### src/hw/rtl/ffba_pkg.sv
`timescale 1ns / 1ps
// Shared types and constants of the first-fit block allocator.
// Used by the RAM-facing datapath, the controller and the top level.
package ffba_pkg;

    localparam int MAX_BLOCKS     = 64;
    localparam int HEADER_BYTES   = 24;
    localparam int ADDR_W         = 32;
    localparam int SUM_W          = ADDR_W + 2;
    localparam int IDX_W          = $clog2(MAX_BLOCKS);
    localparam int CNT_W          = $clog2(MAX_BLOCKS + 1);
    localparam int IN_TDATA_W     = 72;
    localparam int OUT_TDATA_W    = 40;

    localparam logic [ADDR_W-1:0] HEAP_BASE_RESET  = 32'd4096;
    localparam logic [ADDR_W-1:0] HEAP_LIMIT_RESET = 32'd1048576;

    typedef enum logic {
        MODE_ALLOC = 1'b0,
        MODE_FREE  = 1'b1
    } mode_t;

    typedef enum logic [1:0] {
        ST_OK      = 2'd0,
        ST_ZERO    = 2'd1,
        ST_OOM     = 2'd2,
        ST_BADFREE = 2'd3
    } status_t;

    typedef enum logic {
        REG_HEAP_BASE  = 1'b0,
        REG_HEAP_LIMIT = 1'b1
    } cfg_index_t;

    typedef enum logic [1:0] {
        S_IDLE,
        S_SCAN,
        S_FINISH
    } state_t;

    typedef struct packed {
        logic              is_free;
        logic [ADDR_W-1:0] bytes;
        logic [ADDR_W-1:0] start;
    } entry_t;

    typedef struct packed {
        logic load;
        logic scan;
        logic commit;
    } ctrl_cmd_t;

    typedef struct packed {
        logic trivial;
        logic scan_hit;
        logic scan_end;
        logic out_free;
    } dp_status_t;

endpackage

### src/hw/rtl/ffba_ctrl.sv
`timescale 1ns / 1ps
// Controller state machine of the allocator: sequences load, table scan and
// commit of one transaction. Depends on ffba_pkg.
module ffba_ctrl (
    input  logic                 clk,
    input  logic                 rst_n,
    input  logic                 in_valid,
    output logic                 in_ready,
    input  ffba_pkg::dp_status_t status,
    output ffba_pkg::ctrl_cmd_t  cmd
);

    import ffba_pkg::*;

    state_t state_reg, state_next;

    always_comb
    begin
        state_next = state_reg;
        unique case (state_reg)
            S_IDLE:
            begin
                if (in_valid)
                begin
                    state_next = S_SCAN;
                end
            end
            S_SCAN:
            begin
                if (status.trivial || status.scan_hit || status.scan_end)
                begin
                    state_next = S_FINISH;
                end
            end
            S_FINISH:
            begin
                if (status.out_free)
                begin
                    state_next = S_IDLE;
                end
            end
            default:
            begin
                state_next = S_IDLE;
            end
        endcase
    end

    always_comb
    begin
        in_ready   = 1'b0;
        cmd.load   = 1'b0;
        cmd.scan   = 1'b0;
        cmd.commit = 1'b0;
        unique case (state_reg)
            S_IDLE:
            begin
                in_ready = 1'b1;
                cmd.load = in_valid;
            end
            S_SCAN:
            begin
                cmd.scan = 1'b1;
            end
            S_FINISH:
            begin
                cmd.commit = status.out_free;
            end
            default:
            begin
            end
        endcase
    end

    always_ff @(posedge clk or negedge rst_n)
    begin
        if (!rst_n)
        begin
            state_reg <= S_IDLE;
        end
        else
        begin
            state_reg <= state_next;
        end
    end

endmodule

### config.mk
export PLATFORM = sky130hd
export DESIGN_NAME = ffba_ctrl
export DESIGN_NICKNAME = d
export VERILOG_FILES = /design/src/hw/rtl/ffba_pkg.sv /design/src/hw/rtl/ffba_ctrl.sv
export SDC_FILE = /design/constraint.sdc
export NUM_CORES = 1
export LEC_CHECK = 0
export ABC_AREA = 1
export BUFFER_PORTS_ARGS = -buffer_cell sky130_fd_sc_hd__buf_2
export CAP_MARGIN = 20
export CORE_AREA = 2 2 39 41
export CTS_BUF_LIST = sky130_fd_sc_hd__clkbuf_16
export DETAILED_ROUTE_END_ITERATION = 16
export DIE_AREA = 0 0 41 43
export GPL_TIMING_DRIVEN = 0
export PLACE_DENSITY = 0.36
export REMOVE_ABC_BUFFERS = 1
export SLEW_MARGIN = 0
export SYNTH_ARGS = -nofsm -noshare
export SYNTH_HDL_FRONTEND = slang
export SYNTH_SLANG_ARGS = --single-unit
### constraint.sdc
create_clock -name clk -period 1.8 [get_ports clk]
set_input_delay 0.27 -clock clk [delete_from_list [all_inputs] [get_ports clk]]
set_output_delay 0.27 -clock clk [all_outputs]
set_load 0.01 [all_outputs]
# Word-level counts from Yosys, hierarchy flattened
# Index checks and enable logic that the tools add are counted.
[word_totals]
regBits = 2
output_inout_bits = 4
elab_cells = 18
[op_classes]
eq_ne = 5
muxes = 8
n_reduce_logical = 4
[ops]
columns = ["cell", "n"]
rows = [
  ["2-bit two-way mux", 3],
  ["2-bit inequality test (second input constant)", 3],
  ["2-bit case mux with 3 select lines", 1],
  ["1-bit two-way mux", 4],
  ["3-bit AND reduction", 1],
  ["2-bit by 1-bit == test with 1-bit output (second input constant)", 1],
  ["2-bit == test (second input constant)", 1],
  ["2-bit zero test", 1],
  ["1-bit logical OR", 2],
]

# Depth between registers and ports, before layout
[logic_depth]
depth_word = 4
ltp_mapped = 4
ltp_nobuf = 4

# Worst setup path after synthesis
# Ideal clock, no wire load.
[synth_path]
path_type = "register to output"
startpoint = "reg state_reg[1]"
endpoint = "out cmd[2] (netlist name)"
t_arrival_ps = 807
required_time_ps = 1530
slack_ps = 723
stages_incl_launch_ff = 4
path_buffers = 0
cell_sequence = "dfrtp_1 -> nor2_2 -> inv_1 -> nor2_1"
[synth_lines]
columns = ["item", "line_no", "rtl"]
rows = [
  ["from (decl)", "ffba_ctrl.sv:15", "state_t state_reg, state_next;"],
  ["from (signal assigned)", "ffba_ctrl.sv:83", "state_reg <= state_next;"],
  ["to (decl)", "ffba_ctrl.sv:10", "output ffba_pkg::ctrl_cmd_t cmd"],
]

==> metrics.md <==
| Metric | Value |
|---|---|
| Detailed Place HPWL | around 270 um |
| Worst skew pair latency | 0.22 ns |
| Library cells used by synthesis | 9 |
| DRC | 0 |
| End-of-flow core utilization | 21.0% |
| Total GRT Usage | 6.41% |
| ANT cells | 0 |
| Final Hold Fails | 0 |
| Vias in the first global route | 144 |
| Relative slew slack | 89.5% |
| Largest net degree at the start of global routing | 5 |
| Top-count cell post-synth | inv_1 |
| Top_reg_cell synth | dfrtp_1 |
| PwrDens | between 1500 and 2000 nW/um^2 |
| Clock buffer depth | 2 |
| Highest clock rate | 766 MHz |
| CP required | 1.53 ns |
| Height of the chip | 43 um |
| Seq/Total Area, Yosys | ~37% |
| Final Setup Violations | 0 |
| # resized after CTS | 0 |
| # IOs | 11 |
| Starting density of the core | under 10% |
| Setup Buffers After CTS | 0 |
| Yosys warns | 0 |
| Nets@finish | 44 |
| Synth area leaders | dfrtp_1 37%, inv_1 17%, nand4_1 9.3% |
| Yosys top cell by area | dfrtp_1 |
| Final WL | 372 um |
| CP endpoint kind | primary output |
| DP Area | about 210 um^2 |
| Slowest stage delay, CP | 0.41 ns |
| Final slew viol count | 0 |
| R2r setup slk | 0.92 ns |
| Tcrit/Tclk final | 72.6% |
| Iteration-0 DRC Markers | 1 |
| Crit path max-delay family | flip-flops |
| Gr ovfl total | 0 |
| Worst vdd ir | 614 uV |
| Status | complete, no violations |
| Drt wl/cell | 7.29 um |
| IO buf count | 10 |
| Layout cells sized above 1 | 45.7% |
| Crit path buf inv count | 2 |
| Synth top area share | 37.0% |
| Global-route wire length before repair | 607 um |
| Die outline area | 1760 um^2 |
| Final Cell Area | approximately 290 um^2 |
| Yosys reg bits | 2 |
| Slowest CP cell | dfrtp_1 |
| P_leak | 0.168 nW |
| Async set or reset register ratio after synthesis | 100% |
| Min-Delay Path Class | input port to flip-flop |
| Worst-path clk slew | roughly 0.03 ns |
| Total clock sinks | 2 |
| Flip-flop count of the largest register after layout | 2 |
| EDFF count, synth | 0 |
| Crit path launch type | flip-flop |
| TNS Setup | 0 ns |
| Die extent in x | 41 um |
| Slew of the pin with the lowest slew margin | approximately 0.16 ns |
| Mapped Cells | 21 |
| Layout area overhead | 115% |
| Fillers | approximately 150 |
| Placer congestion estimate | roughly 0.59 |
| H-tree depth | 1 |
| Core Area | 1380 um^2 |
| Synth Cell Area | 135 um^2 |
| Root buffer cell | clkbuf_16 |
| Pre-Repair DR Iteration Count | 2 |
| Initial antenna violation count | 0 |
| Mean post-synth cell area | 6.43 um^2 |
| Final min period | 1.31 ns |
| Post-CTS Hold Buffers | 1 |
| Routed via count | 162 |
| Clock skew | 0.000219 ns |
| CTS Buf Count | 3 |
| Crit-path cells | nor2_2 > inv_1 > nor2_1 > buf_2 |
| DR vias/cell | 3.18 |
| Setup CP Type | flip-flop to primary output |
| Critical path arrival | between 1 and 1.5 ns |
| Post-route ant nets | 0 |
| Unrepaired setup endpoints after global routing | false |
| Commonest cells post-synth | 6 x inv_1, 3 x nand2_1 |
| CTS tree | done |
| Max Cap Violations | 0 |
| Maximum fanout along the worst path | 4 |
| Core Rows | 14 |
[final timing paths]
check                                          from                       end  cells past startpoint
max in group asynchronous                     rst_n  state_reg[0]$_DFFE_PN0P_                      2
max reg2reg                state_reg[1]$_DFFE_PN0P_  state_reg[1]$_DFFE_PN0P_                      4
min in group asynchronous                     rst_n  state_reg[1]$_DFFE_PN0P_                      2
min reg2reg                state_reg[0]$_DFFE_PN0P_  state_reg[0]$_DFFE_PN0P_                      3
min                                       status[2]  state_reg[0]$_DFFE_PN0P_                      4
max                        state_reg[1]$_DFFE_PN0P_                    cmd[2]                      4
[report_power, final]
part / switching, mW / total (mW) / internal [mW]
combinational: 0.0794 / 0.135 / 0.0552
clock: 0.0503 / 0.333 / 0.283
sequential: 0.0192 / 0.0823 / 0.0631
total: 0.149 / 0.550 / 0.401
[cell type report]
class	instances	area [um^2]	share of cell area (%)
Clock buffer	3	75.1	25.9
Sequential cell	2	50.0	17.2
Inverter	7	26.3	9.05
Timing Repair Buffer	11	60.1	20.7
Multi-Input combinational cell	12	58.8	20.3
Tap cell	16	20.0	6.90
[layout by cell type (no fill, tap or decap), drive strengths merged]
cell and instances:
dlygate4sd3 1, buf 10, dfrtp 2, nand2 3
nand4 2, nor2 4, nand3 2, inv 7
clkbuf 3, o21ai 1
[stage by stage]
stage / hold WS [ns] / setup slack [ns] / instances / total power, mW
2_1_floorplan: -0.0256 / 0.723 / 21 / 0.165
3_3_place_gp: 0.0587 / 0.711 / 47 / 0.217
3_5_place_dp: 0.0586 / 0.726 / 47 / 0.217
4_1_cts: 0.338 / 0.481 / 51 / 0.561
5_1_grt: 0.349 / 0.408 / 51 / 0.586
6_report: 0.333 / 0.494 / 51 / 0.550
[worst min-delay path, stage by stage]
cell     delay, ns
buf_2         0.07
inv_1         0.04
nand4_1       0.07
o21ai_1       0.06
[per-layer routing]
layer	routed length, um	vias up	global-route usage (%)
met2	157	8	5.31
met5	0	-	0
li1	-	92	-
met1	188	62	7.35
met3	26	0	4.71
met4	0	0	10.0
[kinds of logic after synthesis]
| group | Yosys count | synth area share (%) |
|---|---|---|
| AOI/OAI and AO/OA | 1 | 3.70 |
| buffers and inverters | 7 | 19.4 |
| DFF | 2 | 37.0 |
| and+or+nand+nor | 11 | 39.8 |
(Power assumes the default switching activity.)
