--- src/hw/rtl/ffba_pkg.sv ---
`timescale 1ns / 1ps
// Shared types and constants of the first-fit block allocator.
// Used by the RAM-facing datapath, the controller and the top level.
package ffba_pkg;

    localparam int MAX_BLOCKS     = 64;
    localparam int HEADER_BYTES   = 24;
    localparam int ADDR_W         = 32;
    localparam int SUM_W          = ADDR_W + 2;
    localparam int IDX_W          = $clog2(MAX_BLOCKS);
    localparam int CNT_W          = $clog2(MAX_BLOCKS + 1);
    localparam int IN_TDATA_W     = 72;
    localparam int OUT_TDATA_W    = 40;

    localparam logic [ADDR_W-1:0] HEAP_BASE_RESET  = 32'd4096;
    localparam logic [ADDR_W-1:0] HEAP_LIMIT_RESET = 32'd1048576;

    typedef enum logic {
        MODE_ALLOC = 1'b0,
        MODE_FREE  = 1'b1
    } mode_t;

    typedef enum logic [1:0] {
        ST_OK      = 2'd0,
        ST_ZERO    = 2'd1,
        ST_OOM     = 2'd2,
        ST_BADFREE = 2'd3
    } status_t;

    typedef enum logic {
        REG_HEAP_BASE  = 1'b0,
        REG_HEAP_LIMIT = 1'b1
    } cfg_index_t;

    typedef enum logic [1:0] {
        S_IDLE,
        S_SCAN,
        S_FINISH
    } state_t;

    typedef struct packed {
        logic              is_free;
        logic [ADDR_W-1:0] bytes;
        logic [ADDR_W-1:0] start;
    } entry_t;

    typedef struct packed {
        logic load;
        logic scan;
        logic commit;
    } ctrl_cmd_t;

    typedef struct packed {
        logic trivial;
        logic scan_hit;
        logic scan_end;
        logic out_free;
    } dp_status_t;

endpackage

--- src/hw/rtl/ffba_ram.sv ---
`timescale 1ns / 1ps
// Generic single-write, single-read RAM with a registered read port.
// Stand-alone; depends on nothing else in the project.
module ffba_ram #(
    parameter int WIDTH = 8,
    parameter int DEPTH = 16
) (
    input  logic                     clk,
    input  logic                     we,
    input  logic [$clog2(DEPTH)-1:0] waddr,
    input  logic [WIDTH-1:0]         wdata,
    input  logic [$clog2(DEPTH)-1:0] raddr,
    output logic [WIDTH-1:0]         rdata
);

    logic [WIDTH-1:0] mem [DEPTH];
    logic [WIDTH-1:0] rdata_reg;

    always_ff @(posedge clk)
    begin
        if (we)
        begin
            mem[waddr] <= wdata;
        end
        rdata_reg <= mem[raddr];
    end

    assign rdata = rdata_reg;

endmodule

--- src/hw/rtl/ffba_datapath.sv ---
`timescale 1ns / 1ps
// Datapath of the allocator: block table RAM, scan pointer, break and limit
// registers, result logic and output register. Depends on ffba_pkg and ffba_ram.
module ffba_datapath (
    input  logic                         clk,
    input  logic                         rst_n,
    input  ffba_pkg::mode_t              in_mode,
    input  logic [ffba_pkg::ADDR_W-1:0]  in_request_bytes,
    input  logic [ffba_pkg::ADDR_W-1:0]  in_release_address,
    input  logic                         cfg_we,
    input  ffba_pkg::cfg_index_t         cfg_index,
    input  logic [ffba_pkg::ADDR_W-1:0]  cfg_wdata,
    input  ffba_pkg::ctrl_cmd_t          cmd,
    output ffba_pkg::dp_status_t         status,
    output logic                         out_valid,
    input  logic                         out_ready,
    output logic [ffba_pkg::ADDR_W-1:0]  out_data_address,
    output ffba_pkg::status_t            out_status,
    output logic                         out_reused
);

    import ffba_pkg::*;

    mode_t              mode_reg, mode_next;
    logic [ADDR_W-1:0]  req_reg, req_next;
    logic [ADDR_W-1:0]  rel_reg, rel_next;
    logic [SUM_W-1:0]   end_reg, end_next;
    logic [CNT_W-1:0]   count_reg, count_next;
    logic [ADDR_W-1:0]  break_reg, break_next;
    logic [ADDR_W-1:0]  limit_reg, limit_next;
    logic [CNT_W-1:0]   idx_reg, idx_next;
    logic               pend_reg, pend_next;
    logic               hit_reg, hit_next;
    logic [IDX_W-1:0]   hit_idx_reg, hit_idx_next;
    entry_t             hit_entry_reg, hit_entry_next;
    logic               out_valid_reg, out_valid_next;
    logic [ADDR_W-1:0]  out_addr_reg, out_addr_next;
    status_t            out_status_reg, out_status_next;
    logic               out_reused_reg, out_reused_next;

    entry_t             rd_entry;
    logic [$bits(entry_t)-1:0] rd_word;
    logic               issue;
    logic               trivial;
    logic               match_alloc;
    logic               match_free;
    logic               scan_hit;

    logic [ADDR_W-1:0]  res_addr;
    status_t            res_status;
    logic               res_reused;
    logic               wr_req;
    logic               append;
    logic [IDX_W-1:0]   wr_addr;
    entry_t             wr_entry;

    ffba_ram #(
        .WIDTH ($bits(entry_t)),
        .DEPTH (MAX_BLOCKS)
    ) u_table (
        .clk   (clk),
        .we    (cmd.commit && wr_req),
        .waddr (wr_addr),
        .wdata (wr_entry),
        .raddr (idx_reg[IDX_W-1:0]),
        .rdata (rd_word)
    );

    assign rd_entry = entry_t'(rd_word);

    assign issue = cmd.scan && (idx_reg < count_reg);
    assign trivial = (mode_reg == MODE_ALLOC) ? (req_reg == '0) : (rel_reg == '0);
    assign match_alloc = rd_entry.is_free && (rd_entry.bytes >= req_reg);
    assign match_free = (({1'b0, rd_entry.start} + (ADDR_W+1)'(HEADER_BYTES))
                        == {1'b0, rel_reg});
    assign scan_hit = pend_reg && !trivial &&
                      ((mode_reg == MODE_ALLOC) ? match_alloc : match_free);

    assign status.trivial  = trivial;
    assign status.scan_hit = scan_hit;
    assign status.scan_end = !pend_reg && (idx_reg == count_reg);
    assign status.out_free = !out_valid_reg || out_ready;

    always_comb
    begin
        res_addr   = '0;
        res_status = ST_OK;
        res_reused = 1'b0;
        wr_req     = 1'b0;
        append     = 1'b0;
        wr_addr    = hit_idx_reg;
        wr_entry   = hit_entry_reg;
        case (mode_reg)
            MODE_ALLOC:
            begin
                if (req_reg == '0)
                begin
                    res_status = ST_ZERO;
                end
                else if (hit_reg)
                begin
                    res_addr         = hit_entry_reg.start + ADDR_W'(HEADER_BYTES);
                    res_reused       = 1'b1;
                    wr_req           = 1'b1;
                    wr_entry.is_free = 1'b0;
                end
                else if (count_reg == CNT_W'(MAX_BLOCKS))
                begin
                    res_status = ST_OOM;
                end
                else if (end_reg > {2'b00, limit_reg})
                begin
                    res_status = ST_OOM;
                end
                else
                begin
                    res_addr         = break_reg + ADDR_W'(HEADER_BYTES);
                    wr_req           = 1'b1;
                    append           = 1'b1;
                    wr_addr          = count_reg[IDX_W-1:0];
                    wr_entry.is_free = 1'b0;
                    wr_entry.bytes   = req_reg;
                    wr_entry.start   = break_reg;
                end
            end
            default:
            begin
                if (rel_reg == '0)
                begin
                    res_status = ST_OK;
                end
                else if (hit_reg && !hit_entry_reg.is_free)
                begin
                    wr_req           = 1'b1;
                    wr_entry.is_free = 1'b1;
                end
                else
                begin
                    res_status = ST_BADFREE;
                end
            end
        endcase
    end

    always_comb
    begin
        mode_next       = mode_reg;
        req_next        = req_reg;
        rel_next        = rel_reg;
        end_next        = end_reg;
        count_next      = count_reg;
        break_next      = break_reg;
        limit_next      = limit_reg;
        idx_next        = idx_reg;
        pend_next       = pend_reg;
        hit_next        = hit_reg;
        hit_idx_next    = hit_idx_reg;
        hit_entry_next  = hit_entry_reg;
        out_valid_next  = out_valid_reg;
        out_addr_next   = out_addr_reg;
        out_status_next = out_status_reg;
        out_reused_next = out_reused_reg;

        if (out_ready)
        begin
            out_valid_next = 1'b0;
        end

        if (cmd.load)
        begin
            mode_next = in_mode;
            req_next  = in_request_bytes;
            rel_next  = in_release_address;
            end_next  = {2'b00, break_reg} + {2'b00, in_request_bytes}
                        + SUM_W'(HEADER_BYTES);
            idx_next  = '0;
            pend_next = 1'b0;
            hit_next  = 1'b0;
        end
        else if (cmd.scan)
        begin
            pend_next = issue;
            if (issue)
            begin
                idx_next = idx_reg + CNT_W'(1);
            end
            if (scan_hit)
            begin
                hit_next       = 1'b1;
                hit_idx_next   = hit_idx_reg;
                hit_entry_next = rd_entry;
            end
        end

        if (cmd.commit)
        begin
            out_valid_next  = 1'b1;
            out_addr_next   = res_addr;
            out_status_next = res_status;
            out_reused_next = res_reused;
            if (append)
            begin
                count_next = count_reg + CNT_W'(1);
                break_next = end_reg[ADDR_W-1:0];
            end
        end

        if (cfg_we)
        begin
            unique case (cfg_index)
                REG_HEAP_BASE:
                begin
                    if (count_reg == '0)
                    begin
                        break_next = cfg_wdata;
                    end
                end
                REG_HEAP_LIMIT:
                begin
                    limit_next = cfg_wdata;
                end
                default:
                begin
                end
            endcase
        end
    end

    // The index of the word in flight is registered from the read address when a read is issued.
    logic [IDX_W-1:0] rd_idx_reg;

    always_ff @(posedge clk)
    begin
        if (issue)
        begin
            rd_idx_reg <= idx_reg[IDX_W-1:0];
        end
        mode_reg       <= mode_next;
        req_reg        <= req_next;
        rel_reg        <= rel_next;
        end_reg        <= end_next;
        hit_idx_reg    <= (cmd.scan && scan_hit) ? rd_idx_reg : hit_idx_next;
        hit_entry_reg  <= hit_entry_next;
        out_addr_reg   <= out_addr_next;
        out_status_reg <= out_status_next;
        out_reused_reg <= out_reused_next;
    end

    always_ff @(posedge clk or negedge rst_n)
    begin
        if (!rst_n)
        begin
            count_reg     <= '0;
            break_reg     <= HEAP_BASE_RESET;
            limit_reg     <= HEAP_LIMIT_RESET;
            idx_reg       <= '0;
            pend_reg      <= 1'b0;
            hit_reg       <= 1'b0;
            out_valid_reg <= 1'b0;
        end
        else
        begin
            count_reg     <= count_next;
            break_reg     <= break_next;
            limit_reg     <= limit_next;
            idx_reg       <= idx_next;
            pend_reg      <= pend_next;
            hit_reg       <= hit_next;
            out_valid_reg <= out_valid_next;
        end
    end

    assign out_valid        = out_valid_reg;
    assign out_data_address = out_addr_reg;
    assign out_status       = out_status_reg;
    assign out_reused       = out_reused_reg;

endmodule

--- config.mk ---
export PLATFORM = sky130hd
export DESIGN_NAME = ffba_datapath
export DESIGN_NICKNAME = d
export VERILOG_FILES = /design/src/hw/rtl/ffba_pkg.sv /design/src/hw/rtl/ffba_ram.sv /design/src/hw/rtl/ffba_datapath.sv
export SDC_FILE = /design/constraint.sdc
export NUM_CORES = 2
export LEC_CHECK = 0
export BUFFER_PORTS_ARGS = -buffer_cell sky130_fd_sc_hd__buf_2
export CAP_MARGIN = 20
export CELL_PAD_IN_SITES_DETAIL_PLACEMENT = 1
export CELL_PAD_IN_SITES_GLOBAL_PLACEMENT = 1
export CORE_MARGIN = 1
export CORE_UTILIZATION = 55
export CTS_BUF_LIST = sky130_fd_sc_hd__clkbuf_2 sky130_fd_sc_hd__clkbuf_4 sky130_fd_sc_hd__clkbuf_8
export CTS_CLUSTER_DIAMETER = 60
export DETAILED_ROUTE_END_ITERATION = 16
export PLACE_DENSITY_LB_ADDON = 0.1
export SETUP_SLACK_MARGIN = 0.2
export SLEW_MARGIN = 20
export SYNTH_ARGS = -nofsm -noshare
export SYNTH_HDL_FRONTEND = slang
export SYNTH_MEMORY_MAX_BITS = 65536
export SYNTH_SLANG_ARGS = --single-unit
--- constraint.sdc ---
create_clock -name clk -period 15.3 [get_ports clk]
set_clock_uncertainty 0.05 [all_clocks]
set_input_delay 1.53 -clock clk [delete_from_list [all_inputs] [get_ports clk]]
set_output_delay 1.53 -clock clk [all_outputs]
set_load 0.02 [all_outputs]
### After elaboration in Yosys (flattened, before gate mapping)

Memory sizes are Yosys's and may differ from the RTL's. A register that Yosys moved wholly into a read port is not among the register bits.
Index checks and enable logic that the tools add are counted.

* flip-flop bits (word level): 292
* RAM bits: 4160
* input bits: 105
* output and inout port bits: 40
* logic and storage cells: 115
* memories kept: 1

Memories
* u_table.mem: words 64, width 65, read ports 1, clocked after memory_dff 1, write ports 1, RTL line ffba_ram.sv:16 `logic [WIDTH-1:0] mem [DEPTH];`

* add/subtract/negate cells: 7
* order comparisons: 3
* eq/ne operators: 3
* mux-type cells: 55
* bitwise operators: 1
* reduce and logical (&&, ||, !) cells: 26

Operators by type and width (number)
* 2-to-1 mux 32 bit: 8
* 2-to-1 mux 65 bit: 3
* 2-to-1 mux 64 bit: 2
* adder 32 x 5 -> 32 bit (second input constant): 2
* logical NOT 32 bit: 2
* 2-to-1 mux 6 bit: 6
* adder 33 x 5 -> 34 bit (second input constant): 1
* > comparator 34 x 32 -> 1 bit: 1
* adder 32 x 32 -> 33 bit: 1
* adder 32 x 5 -> 33 bit (second input constant): 1
* equality test 33 x 32 -> 1 bit: 1
* >= comparator 32 bit: 1
* 2-to-1 mux 1 bit: 26
* 2-to-1 mux 7 bit: 3
* adder 7 x 1 -> 7 bit (second input constant): 2
* 2-to-1 mux 2 bit: 7
* logical AND 1 bit: 8
* AND reduction 2 bit: 4
* nonzero test 2 bit: 4
* equality test 7 bit: 1
* equality test 7 bit (second input constant): 1
* logical NOT 7 bit: 1
* < comparator 7 bit: 1
* logical NOT 1 bit: 4
* other kinds (4): 4

### Logic depth before layout (Yosys ltp)

* depth in word-level cells: 11
* gate-level depth with buffers: 15
* depth with buffers taken out: 13

### Cells and area by module

From an unflattened synthesis, not the netlist that was laid out.

* cells, all modules: 8116
* area, all modules: 175219.3 µm²

By module, submodules not included
* ffba_ram: times used 1, cells each 6606, area an instance 158330.6 µm², seq. area each 126221.1 µm²
* ffba_datapath: times used 1, cells each 1510, area an instance 16888.7 µm², seq. area each 8365.5 µm²

### Least setup slack after synthesis

Ideal clock, no wire load.

* kind: flip-flop to flip-flop
* start: register end_reg[9]
* end: memory u_table.mem[0][0] in the netlist's numbering (enable)
* library setup time: 0.568 ns
* arrival: 7.190 ns
* required time: 14.682 ns
* path slack: 7.491 ns
* stages on the path, launching flop included: 10
* buffers on the path: 1
* period minus slack after synthesis: 7.809 ns
* cells stage by stage: edfxtp_1 > ha_1 > nand3_1 > or4_4 > or4_4 > a21o_1 > nor2_4 > a32oi_1 > buf_2 > nor3_1

* word-level cells in the longest chain between the ends: 9
* elaborated cells between the ends (all ways): 14
* classes of those cells: order compare: 1; mux: 12; reduce/logical: 1

Ends and longest elaborated chain
* start, declared: RTL line ffba_datapath.sv:27 `logic [SUM_W-1:0] end_reg, end_next;`
* start signal, assigned: RTL line ffba_datapath.sv:241 `end_reg <= end_next;`
* > comparator 34 x 32 -> 1 bit *: RTL line ffba_datapath.sv:111 `else if (end_reg > {2'b00, limit_reg})`
* 2-to-1 mux 1 bit: RTL line ffba_datapath.sv:111
* 2-to-1 mux 1 bit: RTL line ffba_datapath.sv:107 `else if (count_reg == CNT_W'(MAX_BLOCKS))`
* 2-to-1 mux 1 bit: RTL line ffba_datapath.sv:100 `else if (hit_reg)`
* 2-to-1 mux 1 bit: RTL line ffba_datapath.sv:96 `if (req_reg == '0)`
* 2-to-1 mux 1 bit: RTL line ffba_datapath.sv:93 `case (mode_reg)`
* logical AND 1 bit: RTL line ffba_datapath.sv:62 `.we (cmd.commit && wr_req),`
* 2-to-1 mux 1 bit: RTL line ffba_ram.sv:21 `if (we)`
* 2-to-1 mux 1 bit (implied by the code): RTL line ffba_ram.sv:23 `mem[waddr] <= wdata;`
* end, declared: RTL line ffba_ram.sv:16

Every way passes the cells marked *; elsewhere a longest branch is shown, timed or not.

==> run summary <==
# Post-CTS Setup Buffers: 0
Inst Count DP: 11831
Worst Max-Slew Pin Slew: 1.19 ns
Cell Area, Synth: 175000 µm²
HPWL Detailed: 306000 µm
CTS buffer count: 710
XOR/XNOR share of the synthesized area: 0.00664
Max Clock Freq: 0.140 GHz
Clk buf depth: 4
Fin crit share: 0.466
Peak supply drop: 0.0944 mV
Sequential power share: 0.519
Top delay family on crit path: simple AND/OR/NAND/NOR gates
First-pass GRT wire length: 713000 µm
Worst rel slew slack: 0.209
Latest clock arrival within the worst-skew pair: 1.28 ns
DR pass1 iterations: 6
Sw Pwr: 7430 µW
Worst path most repeated cell: nand4_1
Syn Nets: 7831
Non-Filler Instances: 13142
Type of the most critical hold path: in -> async
Area Growth Syn to Fin: 12.4%
Syn Inst Count: 7585
Register area share after synthesis: 0.767
RSZ-0062 raised after global routing: no
Core Area: 318000 µm²
Tmin final: 7.13 ns
MaxCap Viol Count: 0
DRT antenna net count: 0
Rows: 207
CTS tree: built
Antenna violations before repair: 33
Pint: 20900 µW
Resized cells post-CTS: 0
Status: completed
Detailed-route via count: 87537
WL per Instance: 39.4 µm
NumNets Final: 8609
I/O Buffers: 144
Die width: 567 µm
P_leak: 0.0620 µW
Sw Ratio: 0.262
Clock power share: 0.359
Post-CTS Hold Buffers: 0
Comb pwr share: 0.122
RR Startpoint: u_table.rdata[15]
Yosys cell types: 75
Synth Area in Compound Gates: 0.0109
Synth warn: 0
Asr flop ratio synth: 0.0179
Full die area: 321000 µm²
Final setup viols: 0
DR iter-0 viols: 11359
Max stage delay on crit path: 0.75 ns
CP bufs+invs: 1
GR Overflow Total: 0
Worst r2r dst: hit_entry_reg[33]
H-tree levels: 6
Worst path required time: 13.72 ns
Layout cell share with drive strength beyond 1: 0.344
Final Cell Area: 197000 µm²
Max reg flops: 4160
Flops & latches, synth: 4517
Post-Synth Simple-Gate Area: 0.0157
R2R depth: 10
Routability Congestion: 0.902
Crit-path max FO: 5
Setup tns final: 0 ns
CP endpoint kind: output port
Residual DRC: 0
Vias per inst: 6.66
Sink Count: 4517
R2R Setup Slk: 9.09 ns
Largest family of logic cells by synthesized area: multiplexers
Root buffer cell: clkbuf_8
Number of global-route vias before repair: 90604
Ports: 145
Syn avg cell area: 23.1 µm²
Placement Cell Area: 183000 µm²
Die height: 567 µm
Clock transition at the registers of the reported paths: 0.06 ns
Crit path DAT: 5.55 ns
CP cell instances: nand4_1 > nor4_2 > nand2_1 > a211o_1 > a2111oi_0 > nand4_1 > o41ai_4 > and2_1 > buf_2
Mux contribution to synthesized area: 0.179
Top FF cell, synth: edfxtp_1
Final Hold Fails: 0
Largest net degree at the start of global routing: 141
EDFF count, synth: 4371
Starting Density: 0.552
All-Layer GR Usage: 0.323
Critical Path Source Type: flop
Post-Synth Adder-Cell Area: 0.0101
Final Max Slew Viols: 0
Power per cell area: 144 nW/µm²
Crit path kind: reg -> out
Slowest cell on the critical path: o41ai_4
Drt total wl: 517000 µm
how the worst max path moves through the flow:
stage / start / end / slack (ns) / cells past startpoint
after floorplan: end_reg[9] / u_table.mem[0][0] / 7.49 / 9
after global placement: u_table.rdata[22] / hit_entry_reg[52] / 8.76 / 10
after detailed placement: end_reg[15] / u_table.mem[50][5] / 9.13 / 12
after CTS: u_table.rdata[15] / status[2] / 8.17 / 9
after global routing: u_table.rdata[15] / status[2] / 8.02 / 9
final: u_table.rdata[15] / status[2] / 8.17 / 9
power by group through the flow:
stage          clock network [µW]  registers, µW  logic [µW]
2_1_floorplan                   0          14900        2130
3_3_place_gp                    0          14900        3350
3_5_place_dp                    0          15000        3450
4_1_cts                     10300          14700        3450
5_1_grt                     10800          14700        3660
6_report                    10200          14700        3450
cell type report:
type,instances,area [µm²]
antenna,16,40.0
clock buffer,983,12000
clock inverter,312,2040
fill,25682,121000
inverter,107,402
multi-input combinational,2603,39900
sequential,4517,135000
tap,4180,5230
timing repair buffer,424,2980
placed cells by master (no fill, tap or decap), types with 94 or more instances in the layout:
cell | synthesis | final
nand2_1 | 205 | 203
a21oi_1 | 94 | 94
clkbuf_4 | 0 | 239
mux4_2 | 1365 | 1365
clkinv_1 | 0 | 173
inv_1 | 107 | 107
buf_2 | 10 | 142
clkbuf_8 | 0 | 744
nor2_1 | 143 | 110
ha_1 | 140 | 140
buf_4 | 6 | 269
edfxtp_1 | 4371 | 4371
through the flow:
stage | setup WS (ns) | util | hold slack [ns] | power [µW]
after floorplan | 7.49 | - | 0.350 | 17000
after global placement | 8.76 | 0.576 | 0.357 | 18300
after detailed placement | 9.13 | 0.576 | 0.355 | 18400
after CTS | 8.17 | 0.621 | 0.0590 | 28500
after global routing | 8.02 | 0.621 | 0.108 | 29200
final | 8.17 | 0.621 | 0.153 | 28300
cell usage after synthesis (all sizes together), types with 12 or more instances:
master | instances | area share
ha | 140 | 0.010
inv | 107 | 0.0023
nand2 | 206 | 0.0044
mux2i | 33 | 0.0019
mux4 | 1365 | 0.18
nand3 | 47 | 0.0013
a21oi | 95 | 0.0028
and3 | 23 | 0.00082
a211oi | 13 | 0.00056
nand2b | 12 | 0.00051
nor3 | 56 | 0.0016
xor2 | 60 | 0.0030
nand4 | 30 | 0.0011
dfxtp | 65 | 0.0074
nor2 | 144 | 0.0031
edfxtp | 4371 | 0.75
buf | 113 | 0.0028
clkbuf | 245 | 0.0052
o21ai | 81 | 0.0023
nor4 | 31 | 0.0011
dfrtp | 79 | 0.011
xnor2 | 73 | 0.0036
mux2 | 34 | 0.0022
a21o | 29 | 0.0012
o22ai | 20 | 0.00071
metal layers:
layer | track usage | up-vias | share of wire
li1 | - | 33975 | -
met3 | 0.0505 | 807 | 0.083
met4 | 0.125 | 8 | 0.042
met2 | 0.521 | 4806 | 0.49
met1 | 0.451 | 47941 | 0.39
met5 | 0 | - | 0.00011
cells by family after synthesis:
logic type | count (synthesis)
DFF | 4517
muxes | 1432
and+or+nand+nor | 590
buffers and inverters | 465
AOI/OAI and AO/OA | 307
adders and majority gates | 141
xor gates and xnor gates | 133
Power figures use the tool's default switching activity.
